### src/rtl/core/qbc_pkg.sv
package qbc_pkg;

   // Bracket stack sizing.
   localparam int BRACKET_DEPTH = 64;
   localparam int STK_CNT_W     = $clog2(BRACKET_DEPTH + 1);
   localparam int STK_ADDR_W    = $clog2(BRACKET_DEPTH);

   // Result queue sizing: one request can produce up to three results.
   localparam int MAX_RESULTS = 3;
   localparam int Q_DEPTH     = 8;
   localparam int Q_PTR_W     = $clog2(Q_DEPTH);
   localparam int Q_CNT_W     = $clog2(Q_DEPTH + 1);

   // Character constants.
   localparam logic [7:0] CH_COLON  = 8'h3A;
   localparam logic [7:0] CH_UNDER  = 8'h5F;
   localparam logic [7:0] CH_LPAREN = 8'h28;
   localparam logic [7:0] CH_RPAREN = 8'h29;
   localparam logic [7:0] CH_LBRACK = 8'h5B;
   localparam logic [7:0] CH_RBRACK = 8'h5D;
   localparam logic [7:0] CH_LBRACE = 8'h7B;
   localparam logic [7:0] CH_RBRACE = 8'h7D;
   localparam logic [7:0] CH_UPPER_A = 8'h41;
   localparam logic [7:0] CH_UPPER_Z = 8'h5A;
   localparam logic [7:0] CH_LOWER_A = 8'h61;
   localparam logic [7:0] CH_LOWER_Z = 8'h7A;
   localparam logic [7:0] CH_DIGIT_0 = 8'h30;
   localparam logic [7:0] CH_DIGIT_9 = 8'h39;
   localparam logic [7:0] CH_DOT    = 8'h2E;
   localparam logic [7:0] CH_DQUOTE = 8'h22;
   localparam logic [7:0] CH_SQUOTE = 8'h27;
   localparam logic [7:0] CASE_OFFSET = CH_LOWER_A - CH_UPPER_A;

   typedef enum logic [2:0] {
      MODE_START,
      MODE_DQUOTE,
      MODE_SQUOTE,
      MODE_UPPER_ID,
      MODE_PLAIN_ID
   } qbc_mode_type;

   typedef enum logic [2:0] {
      ERR_NONE,
      ERR_STRAY_CLOSE,
      ERR_MISMATCH,
      ERR_UNCLOSED,
      ERR_OVERFLOW
   } qbc_error_type;

   typedef enum logic [1:0] {
      BR_NONE,
      BR_ROUND,
      BR_SQUARE,
      BR_CURLY
   } qbc_bracket_type;

   typedef struct packed {
      logic [7:0] out_char;
      logic       is_status;
      logic [2:0] error_code;
      logic       out_last;
   } qbc_result_type;

   // Commands from the scanner to the bracket stack.
   typedef struct packed {
      logic            push;
      logic            pop;
      logic            clear;
      qbc_bracket_type code;
   } qbc_stack_ctrl_type;

   function automatic logic is_upper(input logic [7:0] c);
      return (c >= CH_UPPER_A) && (c <= CH_UPPER_Z);
   endfunction

   function automatic logic is_letter(input logic [7:0] c);
      return is_upper(c) || ((c >= CH_LOWER_A) && (c <= CH_LOWER_Z));
   endfunction

   function automatic logic is_ident(input logic [7:0] c);
      return is_letter(c) || ((c >= CH_DIGIT_0) && (c <= CH_DIGIT_9)) || (c == CH_UNDER);
   endfunction

   function automatic logic [7:0] fold_case(input logic [7:0] c);
      return is_upper(c) ? (c + CASE_OFFSET) : c;
   endfunction

   function automatic qbc_bracket_type open_code(input logic [7:0] c);
      qbc_bracket_type code;
      case (c)
         CH_LPAREN: code = BR_ROUND;
         CH_LBRACK: code = BR_SQUARE;
         CH_LBRACE: code = BR_CURLY;
         default:   code = BR_NONE;
      endcase
      return code;
   endfunction

   function automatic qbc_bracket_type close_code(input logic [7:0] c);
      qbc_bracket_type code;
      case (c)
         CH_RPAREN: code = BR_ROUND;
         CH_RBRACK: code = BR_SQUARE;
         CH_RBRACE: code = BR_CURLY;
         default:   code = BR_NONE;
      endcase
      return code;
   endfunction

   function automatic qbc_result_type byte_item(input logic [7:0] c);
      qbc_result_type r;
      r.out_char   = c;
      r.is_status  = 1'b0;
      r.error_code = ERR_NONE;
      r.out_last   = 1'b0;
      return r;
   endfunction

   function automatic qbc_result_type status_item(input qbc_error_type code);
      qbc_result_type r;
      r.out_char   = 8'h00;
      r.is_status  = 1'b1;
      r.error_code = code;
      r.out_last   = 1'b1;
      return r;
   endfunction

endpackage

### src/rtl/core/qbc_if.sv
// Request channel: one command byte per request.
interface qbc_req_if;
   logic       valid;
   logic       ready;
   logic [7:0] in_char;
   logic       in_last;

   modport source (output valid, output in_char, output in_last, input ready);
   modport sink   (input valid, input in_char, input in_last, output ready);
endinterface

// Result channel: rewritten bytes and the final status.
interface qbc_rsp_if;
   logic       valid;
   logic       ready;
   logic [7:0] out_char;
   logic       is_status;
   logic [2:0] error_code;
   logic       out_last;

   modport source (output valid, output out_char, output is_status, output error_code,
                   output out_last, input ready);
   modport sink   (input valid, input out_char, input is_status, input error_code,
                   input out_last, output ready);
endinterface

### src/rtl/core/qbc_ram.sv
// Simple dual-port RAM: one write port, one read port with registered data.
module qbc_ram #(
   parameter int WIDTH = 8,
   parameter int DEPTH = 16
) (
   input  logic                     clock,
   input  logic                     we,
   input  logic [$clog2(DEPTH)-1:0] waddr,
   input  logic [WIDTH-1:0]         wdata,
   input  logic [$clog2(DEPTH)-1:0] raddr,
   output logic [WIDTH-1:0]         rdata
);

   logic [WIDTH-1:0] mem [DEPTH];

   always_ff @(posedge clock) begin
      if (we) begin
         mem[waddr] <= wdata;
      end
      rdata <= mem[raddr];
   end

endmodule

### src/rtl/core/qbc_stack.sv
// Bracket stack. The top entry lives in a register so that a closing bracket
// can be checked in the cycle it arrives; the entries below it live in RAM.
// The RAM read address always follows the next count, so the entry below the
// top is ready as soon as the new count takes effect, even across back-to-back pops.
module qbc_stack
   import qbc_pkg::*;
(
   input  logic                   clock,
   input  logic                   reset,
   input  qbc_stack_ctrl_type     ctrl,
   output qbc_bracket_type        top,
   output logic [STK_CNT_W-1:0]   count
);

   logic [STK_CNT_W-1:0]  count_ff, count_in;
   qbc_bracket_type       top_ff, top_in;
   logic                  bypass_ff, bypass_in;
   logic [1:0]            byp_data_ff;
   logic [1:0]            rd_data;
   logic [1:0]            below_top;
   logic                  wr_en;
   logic [STK_ADDR_W-1:0] wr_addr;
   logic [STK_ADDR_W-1:0] rd_addr;
   logic [STK_CNT_W-1:0]  rd_cnt;

   // The old top goes down into RAM on a push.
   assign wr_en   = ctrl.push && (count_ff != '0);
   assign wr_addr = STK_ADDR_W'(count_ff - STK_CNT_W'(1));

   // The entry below the top, taking a write of the same address into account.
   assign below_top = bypass_ff ? byp_data_ff : rd_data;

   // Next count and top.
   always_comb begin
      count_in = count_ff;
      top_in   = top_ff;
      if (ctrl.push) begin
         count_in = count_ff + STK_CNT_W'(1);
         top_in   = ctrl.code;
      end else if (ctrl.pop) begin
         count_in = count_ff - STK_CNT_W'(1);
         top_in   = qbc_bracket_type'(below_top);
      end
      if (ctrl.clear) begin
         count_in = '0;
      end
   end

   // Read the slot that will sit below the top after this cycle.
   assign rd_cnt    = count_in - STK_CNT_W'(2);
   assign rd_addr   = rd_cnt[STK_ADDR_W-1:0];
   assign bypass_in = wr_en && (wr_addr == rd_addr);

   always_ff @(posedge clock) begin
      if (reset) begin
         count_ff  <= '0;
         bypass_ff <= 1'b0;
      end else begin
         count_ff  <= count_in;
         bypass_ff <= bypass_in;
      end
   end

   always_ff @(posedge clock) begin
      top_ff      <= top_in;
      byp_data_ff <= top_ff;
   end

   qbc_ram #(
      .WIDTH (2),
      .DEPTH (BRACKET_DEPTH)
   ) u_store (
      .clock (clock),
      .we    (wr_en),
      .waddr (wr_addr),
      .wdata (top_ff),
      .raddr (rd_addr),
      .rdata (rd_data)
   );

   assign top   = top_ff;
   assign count = count_ff;

endmodule

### src/rtl/core/query_bracket_check_and_case_fold.sv
// Channel   Port      Direction  Contents
// request   req_ch    in         in_char, in_last
// result    rsp_ch    out        out_char, is_status, error_code, out_last
//
// One request is taken every cycle while results drain at about one per
// request; the eight-entry result queue sets this, since a request is only
// processed when three free slots remain. A request passes through the request
// register and then the queue before its first result shows. Reset is
// synchronous and clears all control state at once; the bracket store needs no
// clearing pass. A stalled result side fills the queue and then holds the
// request register, which drops req_ch.ready.
module query_bracket_check_and_case_fold
   import qbc_pkg::*;
(
   input  logic          clock,
   input  logic          reset,
   qbc_req_if.sink       req_ch,
   qbc_rsp_if.source     rsp_ch
);

   // Request register.
   logic       in_valid_ff;
   logic [7:0] in_char_ff;
   logic       in_last_ff;
   logic       consume;
   logic       take;

   // Scanner state.
   qbc_mode_type  mode_ff, mode_in;
   logic          dot_ff, dot_in;
   qbc_error_type error_ff, error_in;
   logic          at_start;

   // Bracket stack interface.
   qbc_stack_ctrl_type   stk_ctrl;
   qbc_bracket_type      stk_top;
   logic [STK_CNT_W-1:0] stk_count;
   logic [STK_CNT_W-1:0] count_after;
   qbc_bracket_type      oc;
   qbc_bracket_type      cc;
   qbc_error_type        final_code;

   // Results produced by this request.
   qbc_result_type res [MAX_RESULTS];
   logic [1:0]     nres;

   // Result queue.
   qbc_result_type       q_ff [Q_DEPTH];
   logic [Q_PTR_W-1:0]   wr_ptr_ff;
   logic [Q_PTR_W-1:0]   rd_ptr_ff;
   logic [Q_CNT_W-1:0]   q_cnt_ff;
   logic                 q_pop;

   // A request is processed only when its results surely fit.
   assign consume       = in_valid_ff && (q_cnt_ff <= Q_CNT_W'(Q_DEPTH - MAX_RESULTS));
   assign req_ch.ready  = !in_valid_ff || consume;
   assign take          = req_ch.valid && req_ch.ready;

   always_ff @(posedge clock) begin
      if (reset) begin
         in_valid_ff <= 1'b0;
      end else if (req_ch.ready) begin
         in_valid_ff <= req_ch.valid;
      end
   end

   always_ff @(posedge clock) begin
      if (take) begin
         in_char_ff <= req_ch.in_char;
         in_last_ff <= req_ch.in_last;
      end
   end

   assign oc = open_code(in_char_ff);
   assign cc = close_code(in_char_ff);

   // Classify the byte, drive the stack and collect the results.
   always_comb begin
      mode_in     = mode_ff;
      dot_in      = dot_ff;
      error_in    = error_ff;
      at_start    = 1'b0;
      stk_ctrl    = '0;
      count_after = stk_count;
      final_code  = ERR_NONE;
      nres        = '0;
      for (int k = 0; k < MAX_RESULTS; k++) begin
         res[k] = '0;
      end
      if (consume) begin
         if (error_ff == ERR_NONE) begin
            // A held dot is released as a colon when a letter follows.
            if (dot_ff) begin
               res[nres] = byte_item(is_letter(in_char_ff) ? CH_COLON : CH_DOT);
               nres      = nres + 2'd1;
               dot_in    = 1'b0;
            end
            case (mode_ff)
               MODE_DQUOTE: begin
                  res[nres] = byte_item(in_char_ff);
                  nres      = nres + 2'd1;
                  if (in_char_ff == CH_DQUOTE) begin
                     mode_in = MODE_START;
                  end
               end
               MODE_SQUOTE: begin
                  res[nres] = byte_item(in_char_ff);
                  nres      = nres + 2'd1;
                  if (in_char_ff == CH_SQUOTE) begin
                     mode_in = MODE_START;
                  end
               end
               MODE_UPPER_ID: begin
                  if (is_ident(in_char_ff)) begin
                     res[nres] = byte_item(fold_case(in_char_ff));
                     nres      = nres + 2'd1;
                  end else begin
                     at_start = 1'b1;
                  end
               end
               MODE_PLAIN_ID: begin
                  if (is_ident(in_char_ff)) begin
                     res[nres] = byte_item(in_char_ff);
                     nres      = nres + 2'd1;
                  end else begin
                     at_start = 1'b1;
                  end
               end
               default: begin
                  at_start = 1'b1;
               end
            endcase

            // Start of a symbol, also for the byte that ends an identifier.
            if (at_start) begin
               if (in_char_ff == CH_DQUOTE) begin
                  mode_in   = MODE_DQUOTE;
                  res[nres] = byte_item(in_char_ff);
                  nres      = nres + 2'd1;
               end else if (in_char_ff == CH_SQUOTE) begin
                  mode_in   = MODE_SQUOTE;
                  res[nres] = byte_item(in_char_ff);
                  nres      = nres + 2'd1;
               end else if (is_letter(in_char_ff)) begin
                  mode_in   = is_upper(in_char_ff) ? MODE_UPPER_ID : MODE_PLAIN_ID;
                  res[nres] = byte_item(fold_case(in_char_ff));
                  nres      = nres + 2'd1;
               end else begin
                  mode_in = MODE_START;
                  if (oc != BR_NONE) begin
                     if (stk_count == STK_CNT_W'(BRACKET_DEPTH)) begin
                        error_in = ERR_OVERFLOW;
                     end else begin
                        stk_ctrl.push = 1'b1;
                        stk_ctrl.code = oc;
                        count_after   = stk_count + STK_CNT_W'(1);
                        res[nres]     = byte_item(in_char_ff);
                        nres          = nres + 2'd1;
                     end
                  end else if (cc != BR_NONE) begin
                     if (stk_count == '0) begin
                        error_in = ERR_STRAY_CLOSE;
                     end else begin
                        stk_ctrl.pop = 1'b1;
                        count_after  = stk_count - STK_CNT_W'(1);
                        if (stk_top != cc) begin
                           error_in = ERR_MISMATCH;
                        end else begin
                           res[nres] = byte_item(in_char_ff);
                           nres      = nres + 2'd1;
                        end
                     end
                  end else if (in_char_ff == CH_DOT) begin
                     dot_in = 1'b1;
                  end else begin
                     res[nres] = byte_item(in_char_ff);
                     nres      = nres + 2'd1;
                  end
               end
            end
         end

         // The last byte closes the command with a status and a fresh state.
         if (in_last_ff) begin
            final_code = error_in;
            if ((error_in == ERR_NONE) && dot_in) begin
               res[nres] = byte_item(CH_DOT);
               nres      = nres + 2'd1;
            end
            if ((error_in == ERR_NONE) && (count_after != '0)) begin
               final_code = ERR_UNCLOSED;
            end
            res[nres]      = status_item(final_code);
            nres           = nres + 2'd1;
            mode_in        = MODE_START;
            dot_in         = 1'b0;
            error_in       = ERR_NONE;
            stk_ctrl.clear = 1'b1;
         end
      end
   end

   always_ff @(posedge clock) begin
      if (reset) begin
         mode_ff  <= MODE_START;
         dot_ff   <= 1'b0;
         error_ff <= ERR_NONE;
      end else begin
         mode_ff  <= mode_in;
         dot_ff   <= dot_in;
         error_ff <= error_in;
      end
   end

   qbc_stack u_stack (
      .clock (clock),
      .reset (reset),
      .ctrl  (stk_ctrl),
      .top   (stk_top),
      .count (stk_count)
   );

   // Result queue: up to three writes and one read per cycle.
   assign q_pop = rsp_ch.valid && rsp_ch.ready;

   always_ff @(posedge clock) begin
      if (reset) begin
         wr_ptr_ff <= '0;
         rd_ptr_ff <= '0;
         q_cnt_ff  <= '0;
      end else begin
         wr_ptr_ff <= wr_ptr_ff + Q_PTR_W'(nres);
         rd_ptr_ff <= rd_ptr_ff + Q_PTR_W'(q_pop);
         q_cnt_ff  <= q_cnt_ff + Q_CNT_W'(nres) - Q_CNT_W'(q_pop);
      end
   end

   always_ff @(posedge clock) begin
      for (int k = 0; k < MAX_RESULTS; k++) begin
         if (2'(k) < nres) begin
            q_ff[wr_ptr_ff + Q_PTR_W'(k)] <= res[k];
         end
      end
   end

   assign rsp_ch.valid      = (q_cnt_ff != '0);
   assign rsp_ch.out_char   = q_ff[rd_ptr_ff].out_char;
   assign rsp_ch.is_status  = q_ff[rd_ptr_ff].is_status;
   assign rsp_ch.error_code = q_ff[rd_ptr_ff].error_code;
   assign rsp_ch.out_last   = q_ff[rd_ptr_ff].out_last;

   // The queue never overfills.
   a_queue_bound: assert property (@(posedge clock) disable iff (reset)
      q_cnt_ff <= Q_CNT_W'(Q_DEPTH))
      else $error("result queue count above its depth");

   // The last byte leaves the scanner and the stack in their reset state.
   a_last_restarts: assert property (@(posedge clock) disable iff (reset)
      (consume && in_last_ff) |=>
         (mode_ff == MODE_START) && !dot_ff && (error_ff == ERR_NONE) && (stk_count == '0))
      else $error("state not cleared after the last byte");

   // A recorded error holds until the command ends.
   a_error_sticky: assert property (@(posedge clock) disable iff (reset)
      ((error_ff != ERR_NONE) && !(consume && in_last_ff)) |=> (error_ff == $past(error_ff)))
      else $error("recorded error changed before the last byte");

   // After an error, bytes other than the last produce no results.
   a_error_swallows: assert property (@(posedge clock) disable iff (reset)
      ((error_ff != ERR_NONE) && consume && !in_last_ff) |-> (nres == '0))
      else $error("result produced after an error");

   // The stack never holds more than its depth.
   a_stack_bound: assert property (@(posedge clock) disable iff (reset)
      stk_count <= STK_CNT_W'(BRACKET_DEPTH))
      else $error("bracket stack count above its depth");

endmodule
### src/flat_wrapper.sv
// flat-port wrapper written by rule: the top's interface ports become plain ports
module query_bracket_check_and_case_fold_flat import qbc_pkg::*;
  (clock, reset, req_ch_valid, req_ch_in_char, req_ch_in_last, req_ch_ready, rsp_ch_valid, rsp_ch_out_char, rsp_ch_is_status, rsp_ch_error_code, rsp_ch_out_last, rsp_ch_ready);
  qbc_req_if req_ch_i ();
  qbc_rsp_if rsp_ch_i ();
  input  logic clock;
  input  logic reset;
  input wire logic [$bits(req_ch_i.valid)-1:0] req_ch_valid;
  input wire logic [$bits(req_ch_i.in_char)-1:0] req_ch_in_char;
  input wire logic [$bits(req_ch_i.in_last)-1:0] req_ch_in_last;
  output wire logic [$bits(req_ch_i.ready)-1:0] req_ch_ready;
  output wire logic [$bits(rsp_ch_i.valid)-1:0] rsp_ch_valid;
  output wire logic [$bits(rsp_ch_i.out_char)-1:0] rsp_ch_out_char;
  output wire logic [$bits(rsp_ch_i.is_status)-1:0] rsp_ch_is_status;
  output wire logic [$bits(rsp_ch_i.error_code)-1:0] rsp_ch_error_code;
  output wire logic [$bits(rsp_ch_i.out_last)-1:0] rsp_ch_out_last;
  input wire logic [$bits(rsp_ch_i.ready)-1:0] rsp_ch_ready;
  assign req_ch_i.valid = req_ch_valid;
  assign req_ch_i.in_char = req_ch_in_char;
  assign req_ch_i.in_last = req_ch_in_last;
  assign req_ch_ready = req_ch_i.ready;
  assign rsp_ch_valid = rsp_ch_i.valid;
  assign rsp_ch_out_char = rsp_ch_i.out_char;
  assign rsp_ch_is_status = rsp_ch_i.is_status;
  assign rsp_ch_error_code = rsp_ch_i.error_code;
  assign rsp_ch_out_last = rsp_ch_i.out_last;
  assign rsp_ch_i.ready = rsp_ch_ready;
  query_bracket_check_and_case_fold u_core (.clock(clock), .reset(reset), .req_ch(req_ch_i), .rsp_ch(rsp_ch_i));
endmodule
### config.mk
export PLATFORM = sky130hd
export DESIGN_NAME = query_bracket_check_and_case_fold_flat
export DESIGN_NICKNAME = d
export VERILOG_FILES = /design/src/rtl/core/qbc_pkg.sv /design/src/rtl/core/qbc_if.sv /design/src/rtl/core/qbc_ram.sv /design/src/rtl/core/qbc_stack.sv /design/src/rtl/core/query_bracket_check_and_case_fold.sv /design/src/flat_wrapper.sv
export SDC_FILE = /design/constraint.sdc
export NUM_CORES = 1
export LEC_CHECK = 0
export BUFFER_PORTS_ARGS = -buffer_cell sky130_fd_sc_hd__buf_4
export CAP_MARGIN = 20
export CELL_PAD_IN_SITES_DETAIL_PLACEMENT = 0
export CELL_PAD_IN_SITES_GLOBAL_PLACEMENT = 1
export CORE_ASPECT_RATIO = 0.6
export CORE_MARGIN = 2
export CORE_UTILIZATION = 47
export DETAILED_ROUTE_END_ITERATION = 12
export GPL_ROUTABILITY_DRIVEN = 0
export PLACE_DENSITY_LB_ADDON = 0.1
export SLEW_MARGIN = 5
export SYNTH_ARGS = -nofsm -noshare
export SYNTH_HDL_FRONTEND = slang
export SYNTH_SLANG_ARGS = --single-unit
### constraint.sdc
create_clock -name clock -period 6.55 [get_ports clock]
set_clock_uncertainty 0.2 [all_clocks]
set_input_delay 0.9825 -clock clock [delete_from_list [all_inputs] [get_ports clock]]
set_output_delay 0.9825 -clock clock [all_outputs]
set_load 0.01 [all_outputs]
* Word level (Yosys, flattened, before mapping)
Memories as Yosys holds them, arrays and structs flattened. A register that Yosys moved wholly into a read port is not among the register bits.
Index checks and enable logic that the tools add are counted.
** Word-level totals
- Bits in registers :: 39
- Bits in writable memories :: 232
- Input port bits :: 13
- Output and inout bits :: 15
- Word-level logic and storage cells :: 255
- Memories :: 2
** Operators by class
- $add $sub $neg :: 14
- Magnitude comparators :: 18
- Eq/ne operators :: 19
- Mux-type cells :: 149
- Bitwise operators :: 7
- Reductions and logical operators :: 33
** Memories
- u_core.u_stack.u_store.mem :: depth 64, width 2, rd ports 1, clocked after Yosys merged registers in 1, wr ports 1, RTL line qbc_ram.sv:14 : logic [WIDTH-1:0] mem [DEPTH];
- u_core.q_ff :: depth 8, width 13, rd ports 1, clocked after Yosys merged registers in 1, wr ports 3, RTL line query_bracket_check_and_case_fold.sv:48 : qbc_result_type q_ff [Q_DEPTH];
** Operator list (number)
- $mux 39 :: 21
- $bwmux 39 :: 5
- $pmux 39 s3 :: 1
- $demux 13 s2 :: 4
- $mux 13 :: 7
- $mux 7 :: 13
- $mux 3 :: 25
- $mux 2 :: 37
- $eq 8x6->1 const B :: 5
- $eq 8x7->1 const B :: 5
- $mux 1 :: 28
- $and 27x27->27 :: 1
- $not 27->27 :: 1
- $ge 8x7->1 const B :: 2
- $le 8x7->1 const B :: 2
- $logic_and 1x1->1 :: 14
- $reduce_bool 7->1 :: 2
- $ge 3x3->1 const B :: 4
- $lt 3x1->1 const B :: 4
- $not 2->3 :: 4
- $or 12x12->12 :: 1
- $pmux 2 s3 :: 2
- $mux 5 :: 2
- $add 2x1->2 const B :: 4
- other kinds (34) :: 46

* Longest topological paths before layout
Gate-level depths: netlist of the first run.
- Word-level depth :: 33
- Mapped depth :: 32
- Depth with buffers taken out :: 30

* Cells and area by module
A second synthesis of the first run with hierarchy kept.
** Unflattened totals
- Cells, all modules :: 1338
- Area total of the unflattened synthesis :: 15203.3 µm²
** By module, submodules not included
- query_bracket_check_and_case_fold :: instances 1, cells each 908, area each 8728.4 µm², sequential area each 3513.4 µm²
- qbc_ram :: instances 1, cells each 315, area each 5489.0 µm², sequential area each 3883.7 µm²
- qbc_stack :: instances 1, cells each 115, area each 985.9 µm², sequential area each 260.2 µm²

* Least setup slack after synthesis of the first run
OpenSTA, ideal clock, no wires.
- Path type :: register to register
- Start :: register u_core.in_char_ff[6]
- End :: memory u_core.q_ff[0][10] (netlist bit) (enable)
- Setup time :: 417 ps
- Arrival :: 5850 ps
- Required time :: 5933 ps
- Path slack :: 83 ps
- Stages on the path, launching flop included :: 25
- Path buffers :: 1
- Clock period less this slack :: 6467 ps
- Cells stage by stage :: edfxtp_1 > clkbuf_1 > inv_1 > ha_1 > or4bb_1 > o22ai_1 > o21ai_0 > nand2_1 > ha_1 > nor2_1 > o21ai_0 > o21ai_0 > mux2_2 > ha_1 > a21oi_1 > o21ai_0 > ha_1 > nor2_1 > o21bai_1 > ha_1 > nand2b_1 > o31a_1 > nand2_1 > o21ai_1 > o41ai_1
** RTL lines
- from (decl) :: RTL line query_bracket_check_and_case_fold.sv:23 : logic [7:0] in_char_ff;
- from (signal assigned) :: RTL line query_bracket_check_and_case_fold.sv:69 : in_char_ff <= req_ch.in_char;
- to (decl) :: RTL line query_bracket_check_and_case_fold.sv:48

==> flow_summary_export.csv, run 1 <==
group,metric,value,unit
final_layout,fillCellCount,2738,
pwr,p_comb_share,19.3,%
floorplan,placeableCoreArea,31300,µm²
logic_synthesis,syn_nets,1409,
sta,setup_slack,0.265,ns
floorplan,fp-row-count,50,
setup_path,endpoint_kind,"flop",
pwr,switchingPower,1.23,mW
clocking,root_buffer,"clkbuf_16",
setup_path,cp_num_buf_inv,2,
clocking,cts.sinks,265,
final_layout,multi_input_area,6850,µm²
setup_path,cp_slowest_cell,"a41oi_1",
min_path,hold_class,"flop to flop",
setup_path,critPathMaxStageDelay,0.73,ns
logic_synthesis,yosysTopAreaCellShare,47.0,%
sta,fin_tns_setup,0,ns
grt,grt_start_max_net_pins,66,
min_path,min_from,"u_core.in_valid_ff$_SDFFE_PP0N_",
final_layout,regArea,7660,µm²
logic_synthesis,yosysUniqueCellTypes,101,
logic_synthesis,yosys.area_share.simple,15.8,%
status,outcome,"finished clean",
floorplan,die-area,33400,µm²
final_layout,area_growth,12.0,%
setup_path,worstReg2RegEnd,"u_core.q_ff[2][2]$_DFFE_PP_",
placed_design,hpwlAfterDp,36900,µm
clocking,clk_path_buf_depth,3,
logic_synthesis,synth.cell_area,15000,µm²
clocking,htree_levels,1,
placed_design,place_ws,0.341,ns
logic_synthesis,synth_compound_gate_area_share,17.9,%
setup_path,path_delay_family,"compound AO/OA/AOI/OAI gates",
floorplan,die_h,142,µm
clocking,path_clk_slew,0.07,ns
run,drv_cap,0,
sta,max-slew-margin-rel,27.3,%
setup_path,cp.required,6.62,ns
setup_path,r2r-start,"u_core.in_char_ff[2]$_DFFE_PP_",
setup_path,crit_fanout,9,
pwr,swShare,28.2,%
grt,antenna_found_initial,0,
logic_synthesis,ys.warnings.count,0,
route,firstDrtPassIters,6,
route,drt_iter0_markers,2088,
sta,worst_pin_slew,1.09,ns
clocking,cts_buffers,26,
logic_synthesis,yosys.area_share.xor_xnor,1.28,%
floorplan,initial_core_util,48.0,%
clocking,cts_tree,"done",
sta,finalCritPeriodShare,95.9,%
floorplan,die_w,235,µm
logic_synthesis,synth_largest_area_cell,"edfxtp_1",
logic_synthesis,synthTopCellsByCount,"edfxtp_1 (235), nor2_1 (186), nand2_1 (101), a21oi_1 (53), nand3_1 (49)",
sta,fmax,159,MHz
final_layout,drive_gt1_share,16.4,%
sta,drv_slew,0,
floorplan,pin_count,28,
grt,grt_pass1_wl,74100,µm
logic_synthesis,synth_most_common_cell,"edfxtp_1",
route,postRouteAntennaNets,0,
setup_path,worstRegToRegCells,23,
route,vias_per_cell,6.70,
setup_path,critPathLaunchType,"flop",
grt,grt_pass1_vias,11173,
sta,period_needed,6.28,ns
sta,timing.hold.ws,0.308,ns
logic_synthesis,muxShareOfSynthArea,7.93,%
logic_synthesis,synth_adder_area_share,2.60,%
logic_synthesis,syn_inst,1366,
pwr,p_clk_share,35.5,%
setup_path,rrSetupSlack,0.27,ns
logic_synthesis,synth_top_family_by_area,"compound AO/OA/AOI/OAI gates",
pwr,vdd_drop_max,0.197,mV
route,drt_wl_total,49900,µm
pwr,seq_power_share,45.2,%
pwr,p_per_area,259,nW/µm²
setup_path,worstPathArrival,6.36,ns
setup_path,cp_cell_sequence,"or4_4, o311ai_2, o21a_1, nand2_1, ha_1, nor2_1, o21ai_0, o21ai_0, mux2_2, clkinv_1, nor3_1, o21ai_1, inv_1, ha_1, nor2_1, o21bai_1, ha_1, nand2b_1, o31a_1, nand2_1, nand3_1, a41oi_1, nor2_1",
grt,grtUsageTotal,29.5,%
logic_synthesis,ys_seq_area_share,51.0,%
grt,grt-ovfl-total,0,
placed_design,portBuffers,27,
logic_synthesis,synth_top_flop_cell,"edfxtp_1",
min_path,hold-path-endpoint,"u_core.in_valid_ff$_SDFFE_PP0N_",
logic_synthesis,syn_avg_cell_area,11.0,µm²
pwr,p_int,3.12,mW
clocking,cts_hold_buf,0,
logic_synthesis,async_flop_share,0,%
clocking,worstSkewPairLatency,0.55,ns
sta,setup_viol,0,
sta,hold_violations,0,
route,wl_per_cell,27.1,µm
logic_synthesis,synth_seq_cells,265,
route,via_count,12357,
setup_path,crit_type,"flop to flop",
logic_synthesis,synth_area_leaders,"edfxtp_1 (47%), nor2_1 (4.7%), mux4_2 (4.7%)",
min_path,hold_path_depth,2,
logic_synthesis,synth_edf_count,235,
final_layout,fin_nets,1453,
route,drc,0,
final_layout,diodes,0,
pwr,p_leak,5.92,nW
[metal layers]
layer	wire, µm	GRT usage (%)
met4	571	3.16
met1	24700	50.0
met2	16800	33.4
met3	7810	12.5
met5	68	1.44
[flip-flops by register name, summed over array words and instances (netlist names)]
signal                        cells
u_core.u_stack.u_store.mem      128
u_core.dot_ff                     1
u_core.u_stack.top                2
u_core.q_cnt_ff                   4
u_core.mode_ff                    3
u_core.u_stack.bypass_ff          1
u_core.error_ff                   3
u_core.rd_ptr_ff                  3
u_core.wr_ptr_ff                  3
u_core.u_stack.count              7
u_core.in_valid_ff                1
u_core.q_ff                      96
u_core.u_stack.u_store.rdata      2
u_core.u_stack.byp_data_ff        2
u_core.in_char_ff                 8
u_core.in_last_ff                 1
[power by group through the flow]
stage	Sequential (mW)	Combinational (mW)	Clock [mW]
4_1_cts	1.97	0.813	1.56
3_5_place_dp	2.00	0.807	0
3_3_place_gp	2.00	0.807	0
5_1_grt	1.98	0.898	1.63
6_report	1.97	0.838	1.54
2_1_floorplan	1.94	0.571	0
[placed cells by master (no fill, tap or decap), types with 26 or more instances in the layout]
cell type and count:
a21oi_1 53, buf_4 96, ha_1 28, edfxtp_1 235, nor2_1 186, mux2i_1 30, o221ai_1 26, dfxtp_1 29
a221oi_1 28, nand3_1 49, o22ai_1 32, mux4_2 31, nand2_1 101, clkbuf_16 27, inv_1 44, nor3_1 30
o21ai_0 34
[worst min-delay path: stages (launching register included)]
cell	delay (ns)
dfxtp_1	0.32
nand2_1	0.08
a21oi_1	0.06
[cell families (layout without fill, tap and decap cells)]
group / Yosys count / count (layout)
adder cells (fa/ha/maj): 30 / 30
AO/OA/AOI/OAI: 355 / 355
XOR/XNOR: 22 / 22
multiplexers: 78 / 78
buffers and inverters: 127 / 190
flip-flops: 265 / 265
AND/OR/NAND/NOR: 489 / 489
[stage by stage]
stage / power [mW] / instance area [µm²] / cells / util (%)
after floorplan: 2.51 / 15000 / 1366 / -
after detailed placement: 2.81 / 15900 / 1796 / 50.9
after global placement: 2.81 / 15900 / 1795 / 50.8
after global routing: 4.50 / 16800 / 1845 / 53.7
after CTS: 4.34 / 16800 / 1843 / 53.6
final: 4.35 / 16800 / 1845 / 53.7
[how the worst max path moves through the flow]
stage / start / to / slack [ns] / depth (start not counted)
after floorplan: u_core.in_char_ff[6]$_DFFE_PP_ / u_core.q_ff[0][10]$_DFFE_PP_ / 0.08 / 24
after global placement: u_core.in_char_ff[2]$_DFFE_PP_ / u_core.q_cnt_ff[3]$_SDFF_PP0_ / 0.50 / 27
after detailed placement: u_core.in_char_ff[2]$_DFFE_PP_ / u_core.q_cnt_ff[3]$_SDFF_PP0_ / 0.34 / 27
after CTS: u_core.in_char_ff[2]$_DFFE_PP_ / u_core.q_cnt_ff[3]$_SDFF_PP0_ / 0.31 / 27
after global routing: u_core.in_char_ff[2]$_DFFE_PP_ / u_core.q_cnt_ff[3]$_SDFF_PP0_ / -0.009 / 28
final: u_core.in_char_ff[2]$_DFFE_PP_ / u_core.q_ff[2][2]$_DFFE_PP_ / 0.27 / 23
[cell type report]
class | count | share of cell area, %
Clock buffer | 29 | 4.06
Clock inverter | 18 | 1.06
Inverter | 46 | 1.03
Multi-Input combinational cell | 974 | 40.8
Sequential cell | 265 | 45.6
Tap cell | 416 | 3.10
Timing Repair Buffer | 97 | 4.41
[timing repair]
| item | CTS | global route |
|---|---|---|
| resized for setup | 0 | 2 |
| setup buffers | 0 | 2 |
| setup endpoints to repair | 0 | 31 |
Note: power is estimated with default switching activity, not from simulation.
==> inputs of run 2 (changes only) <==
--- a/config.mk
+++ b/config.mk
@@ -11,11 +11,11 @@
 export CELL_PAD_IN_SITES_GLOBAL_PLACEMENT = 1
 export CORE_ASPECT_RATIO = 0.6
 export CORE_MARGIN = 2
-export CORE_UTILIZATION = 47
+export CORE_UTILIZATION = 50
 export DETAILED_ROUTE_END_ITERATION = 12
 export GPL_ROUTABILITY_DRIVEN = 0
 export PLACE_DENSITY_LB_ADDON = 0.1
-export SLEW_MARGIN = 5
+export SLEW_MARGIN = 10
 export SYNTH_ARGS = -nofsm -noshare
 export SYNTH_HDL_FRONTEND = slang
 export SYNTH_SLANG_ARGS = --single-unit
==> constraint.sdc (replaced) <==
create_clock -name clock -period 6.33 [get_ports clock]
set_clock_uncertainty 0.2 [all_clocks]
set_input_delay 0.9495 -clock clock [delete_from_list [all_inputs] [get_ports clock]]
set_output_delay 0.9495 -clock clock [all_outputs]
set_load 0.01 [all_outputs]
==> run 2 against run 1 <==
Non-clock buffer count is 7 higher. Largest power group unchanged. Wire length shrank 3.5%. Highest routed layer unchanged. Combinational power grew 8.5%. Clock-buffer cell count grew 5. Sequential cell count unchanged. Critical endpoint is now u_core.q_ff[6][8]$_DFFE_PP_. First-iteration DRC count fell by 17%. Critical path depth fell by 1. Sequential share of layout area decreased by 0.32 points. Hold slack better by 0.013 ns. Setup slack got worse by 0.026 ns. Core utilization up 3.2 points.
==> flow_summary_export.csv, run 2 (same netlist as run 1, synthesis figures left out) <==
group,metric,value,unit
setup_path,rrSetupSlack,0.24,ns
grt,grtUsageTotal,30.8,%
clocking,worstSkewPairLatency,0.56,ns
grt,grt_use_met3,13.4,%
final_layout,largest-register,"u_core.u_stack.u_store.mem",
setup_path,crit_path_start,"u_core.in_char_ff[2]$_DFFE_PP_",
sta,drv_slew,0,
final_layout,mostFrequentLayoutCells,"edfxtp_1 (235), nor2_1 (186), buf_4 (103)",
final_layout,diodes,0,
grt,grt_start_max_net_pins,66,
pwr,vdd_drop_max,0.194,mV
final_layout,layout_commonest_cell,"edfxtp_1",
grt,globalRouteMet1Util,53.3,%
pwr,swShare,28.0,%
route,firstDrtPassIters,5,
min_path,hold_class,"flop to flop",
placed_design,portBuffers,27,
grt,grt_pass1_vias,11261,
sta,fin_tns_setup,0,ns
setup_path,crit_type,"flop to flop",
sta,period_needed,6.09,ns
sta,fmax,164,MHz
sta,setup_viol,0,
setup_path,cp.required,6.44,ns
setup_path,crit_fanout,10,
setup_path,cp_cell_sequence,"or4_4, o311ai_4, o21a_1, nand2_1, ha_1, nor2_1, o21ai_0, o21ai_0, mux2_2, ha_1, a21oi_1, o21ai_1, ha_1, nor2_1, o21bai_1, ha_1, nand2b_1, o31a_1, nand2_1, nand3_1, o221ai_1, buf_4",
floorplan,fp-row-count,49,
pwr,p_clk_share,36.3,%
pwr,p_comb_share,19.9,%
floorplan,initial_core_util,50.5,%
sta,max-slew-margin-rel,38.0,%
setup_path,cpMostUsedCell,"ha_1",
pwr,p_leak,5.98,nW
floorplan,die_w,228,µm
grt,grt-ovfl-total,0,
floorplan,die-area,31500,µm²
setup_path,endpoint_kind,"flop",
run,drv_cap,0,
pwr,switchingPower,1.28,mW
clocking,clk_path_buf_depth,3,
pwr,p_per_area,270,nW/µm²
clocking,root_buffer,"clkbuf_16",
grt,antenna_found_initial,0,
status,outcome,"finished clean",
final_layout,largest_register_ffs,128,
setup_path,worstPathArrival,6.20,ns
clocking,cts_tree,"done",
sta,worst_pin_slew,0.925,ns
setup_path,path_depth,22,
grt,grtUsageMet2,33.7,%
grt,grt_pass1_wl,72100,µm
setup_path,r2r-start,"u_core.in_char_ff[2]$_DFFE_PP_",
clocking,htree_levels,1,
route,via_count,12277,
floorplan,die_h,138,µm
floorplan,placeableCoreArea,29700,µm²
route,drc,0,
clocking,path_clk_slew,0.07,ns
route,postRouteAntennaNets,0,
route,vias_per_cell,6.65,
floorplan,pin_count,28,
final_layout,area_growth,12.8,%
setup_path,cp_slowest_cell,"or4_4",
clocking,cts_buffers,27,
setup_path,worstReg2RegEnd,"u_core.q_ff[6][8]$_DFFE_PP_",
setup_path,path_delay_family,"compound AO/OA/AOI/OAI gates",
pwr,power.total,4.57,mW
placed_design,hpwlAfterDp,35500,µm
final_layout,fillCellCount,2588,
setup_path,critPathMaxStageDelay,0.60,ns
route,wl_per_cell,26.1,µm
route,drt_iter0_markers,1732,
final_layout,drive_gt1_share,17.0,%
setup_path,crit_end,"u_core.q_ff[6][8]$_DFFE_PP_",
setup_path,cp_num_buf_inv,1,
clocking,cts.sinks,265,
clocking,cts_hold_buf,0,
sta,hold_violations,0,
grt,grt_busiest_layer,"met1",
sta,finalCritPeriodShare,96.2,%
pwr,p_int,3.29,mW
pwr,seq_power_share,43.9,%
final_layout,fin_nets,1461,
setup_path,critPathLaunchType,"flop",
setup_path,worstRegToRegCells,22,
sta,rsz0062_at_grt,"no",
route,drt_wl_total,48200,µm
final_layout,reg_top3,"u_core.u_stack.u_store.mem (128), u_core.q_ff (96), u_core.in_char_ff (8)",
## run 2: cell types whose count changed in the layout (fill, tap and decap cells not counted), moves of 2 or more
cell      change
inv_6         +2
buf_4         +7
clkinv_1      -2
clkinv_2      -3
clkbuf_8      +3
clkbuf_1      +2
## run 2: metal layers
layer  vias up  routed length [µm]
met1      6012               23800
met4         2                 622
met2       785               16300
met5         -                  83
met3        49                7430
li1       5429                   -
## run 2: final cells by class
| type | instances | area [µm²] | share of cell area, % |
|---|---|---|---|
| Clock inverter | 16 | 184 | 1.09 |
| Inverter | 46 | 173 | 1.02 |
| Multi-Input combinational cell | 974 | 6880 | 40.6 |
| Clock buffer | 34 | 732 | 4.32 |
| Tap cell | 408 | 510 | 3.02 |
| Timing Repair Buffer | 104 | 793 | 4.69 |
| Sequential cell | 265 | 7660 | 45.2 |
## run 2: metrics by stage
stage / instance area, µm² / util [%] / hold slack [ns] / cells / setup WS [ns]
after global routing: 16900 / 56.9 / 0.362 / 1847 / 0.00200
after detailed placement: 16000 / 53.7 / 0.310 / 1796 / 0.223
final: 16900 / 56.9 / 0.321 / 1847 / 0.239
after floorplan: 15000 / - / 0.316 / 1366 / 0.208
after global placement: 16000 / 53.7 / 0.298 / 1796 / 0.294
after CTS: 16900 / 56.8 / 0.328 / 1846 / 0.181
## run 2: how the worst min path moves through the flow
stage | start | end | slack [ns] | depth (start not counted)
after detailed placement | u_core.in_valid_ff$_SDFFE_PP0N_ | u_core.in_valid_ff$_SDFFE_PP0N_ | 0.31 | 2
after CTS | u_core.in_valid_ff$_SDFFE_PP0N_ | u_core.in_valid_ff$_SDFFE_PP0N_ | 0.33 | 2
final | u_core.in_valid_ff$_SDFFE_PP0N_ | u_core.in_valid_ff$_SDFFE_PP0N_ | 0.32 | 2
after global placement | u_core.in_valid_ff$_SDFFE_PP0N_ | u_core.in_valid_ff$_SDFFE_PP0N_ | 0.30 | 2
after global routing | req_ch_in_char[4] | u_core.in_char_ff[4]$_DFFE_PP_ | 0.36 | 1
after floorplan | u_core.error_ff[2]$_SDFFE_PP0P_ | u_core.error_ff[2]$_SDFFE_PP0P_ | 0.32 | 2
## run 2: power by group through the flow
| stage | clock, mW | sequential [mW] | combinational (mW) |
|---|---|---|---|
| finish | 1.66 | 2.01 | 0.909 |
| global route | 1.74 | 2.01 | 0.977 |
| global placement | 0 | 2.07 | 0.832 |
| detailed placement | 0 | 2.07 | 0.833 |
| CTS | 1.67 | 2.04 | 0.840 |
| floorplan | 0 | 2.01 | 0.592 |
## run 2: worst register-to-register path: stages, from the launching register on
cell      delay, ns
edfxtp_1       0.39
or4_4          0.60
o311ai_4       0.27
o21a_1         0.17
nand2_1        0.07
ha_1           0.32
nor2_1         0.04
o21ai_0        0.13
o21ai_0        0.11
mux2_2         0.36
ha_1           0.33
a21oi_1        0.12
o21ai_1        0.15
ha_1           0.31
nor2_1         0.04
o21bai_1       0.17
ha_1           0.32
nand2b_1       0.17
o31a_1         0.22
nand2_1        0.13
nand3_1        0.53
o221ai_1       0.40
buf_4          0.29
## run 2: repair_timing
| item | in CTS | in global routing |
|---|---|---|
| endpoints found under the setup margin | 0 | 65 |
| buffers inserted | 0 | 0 |
| gates resized for setup | 0 | 4 |
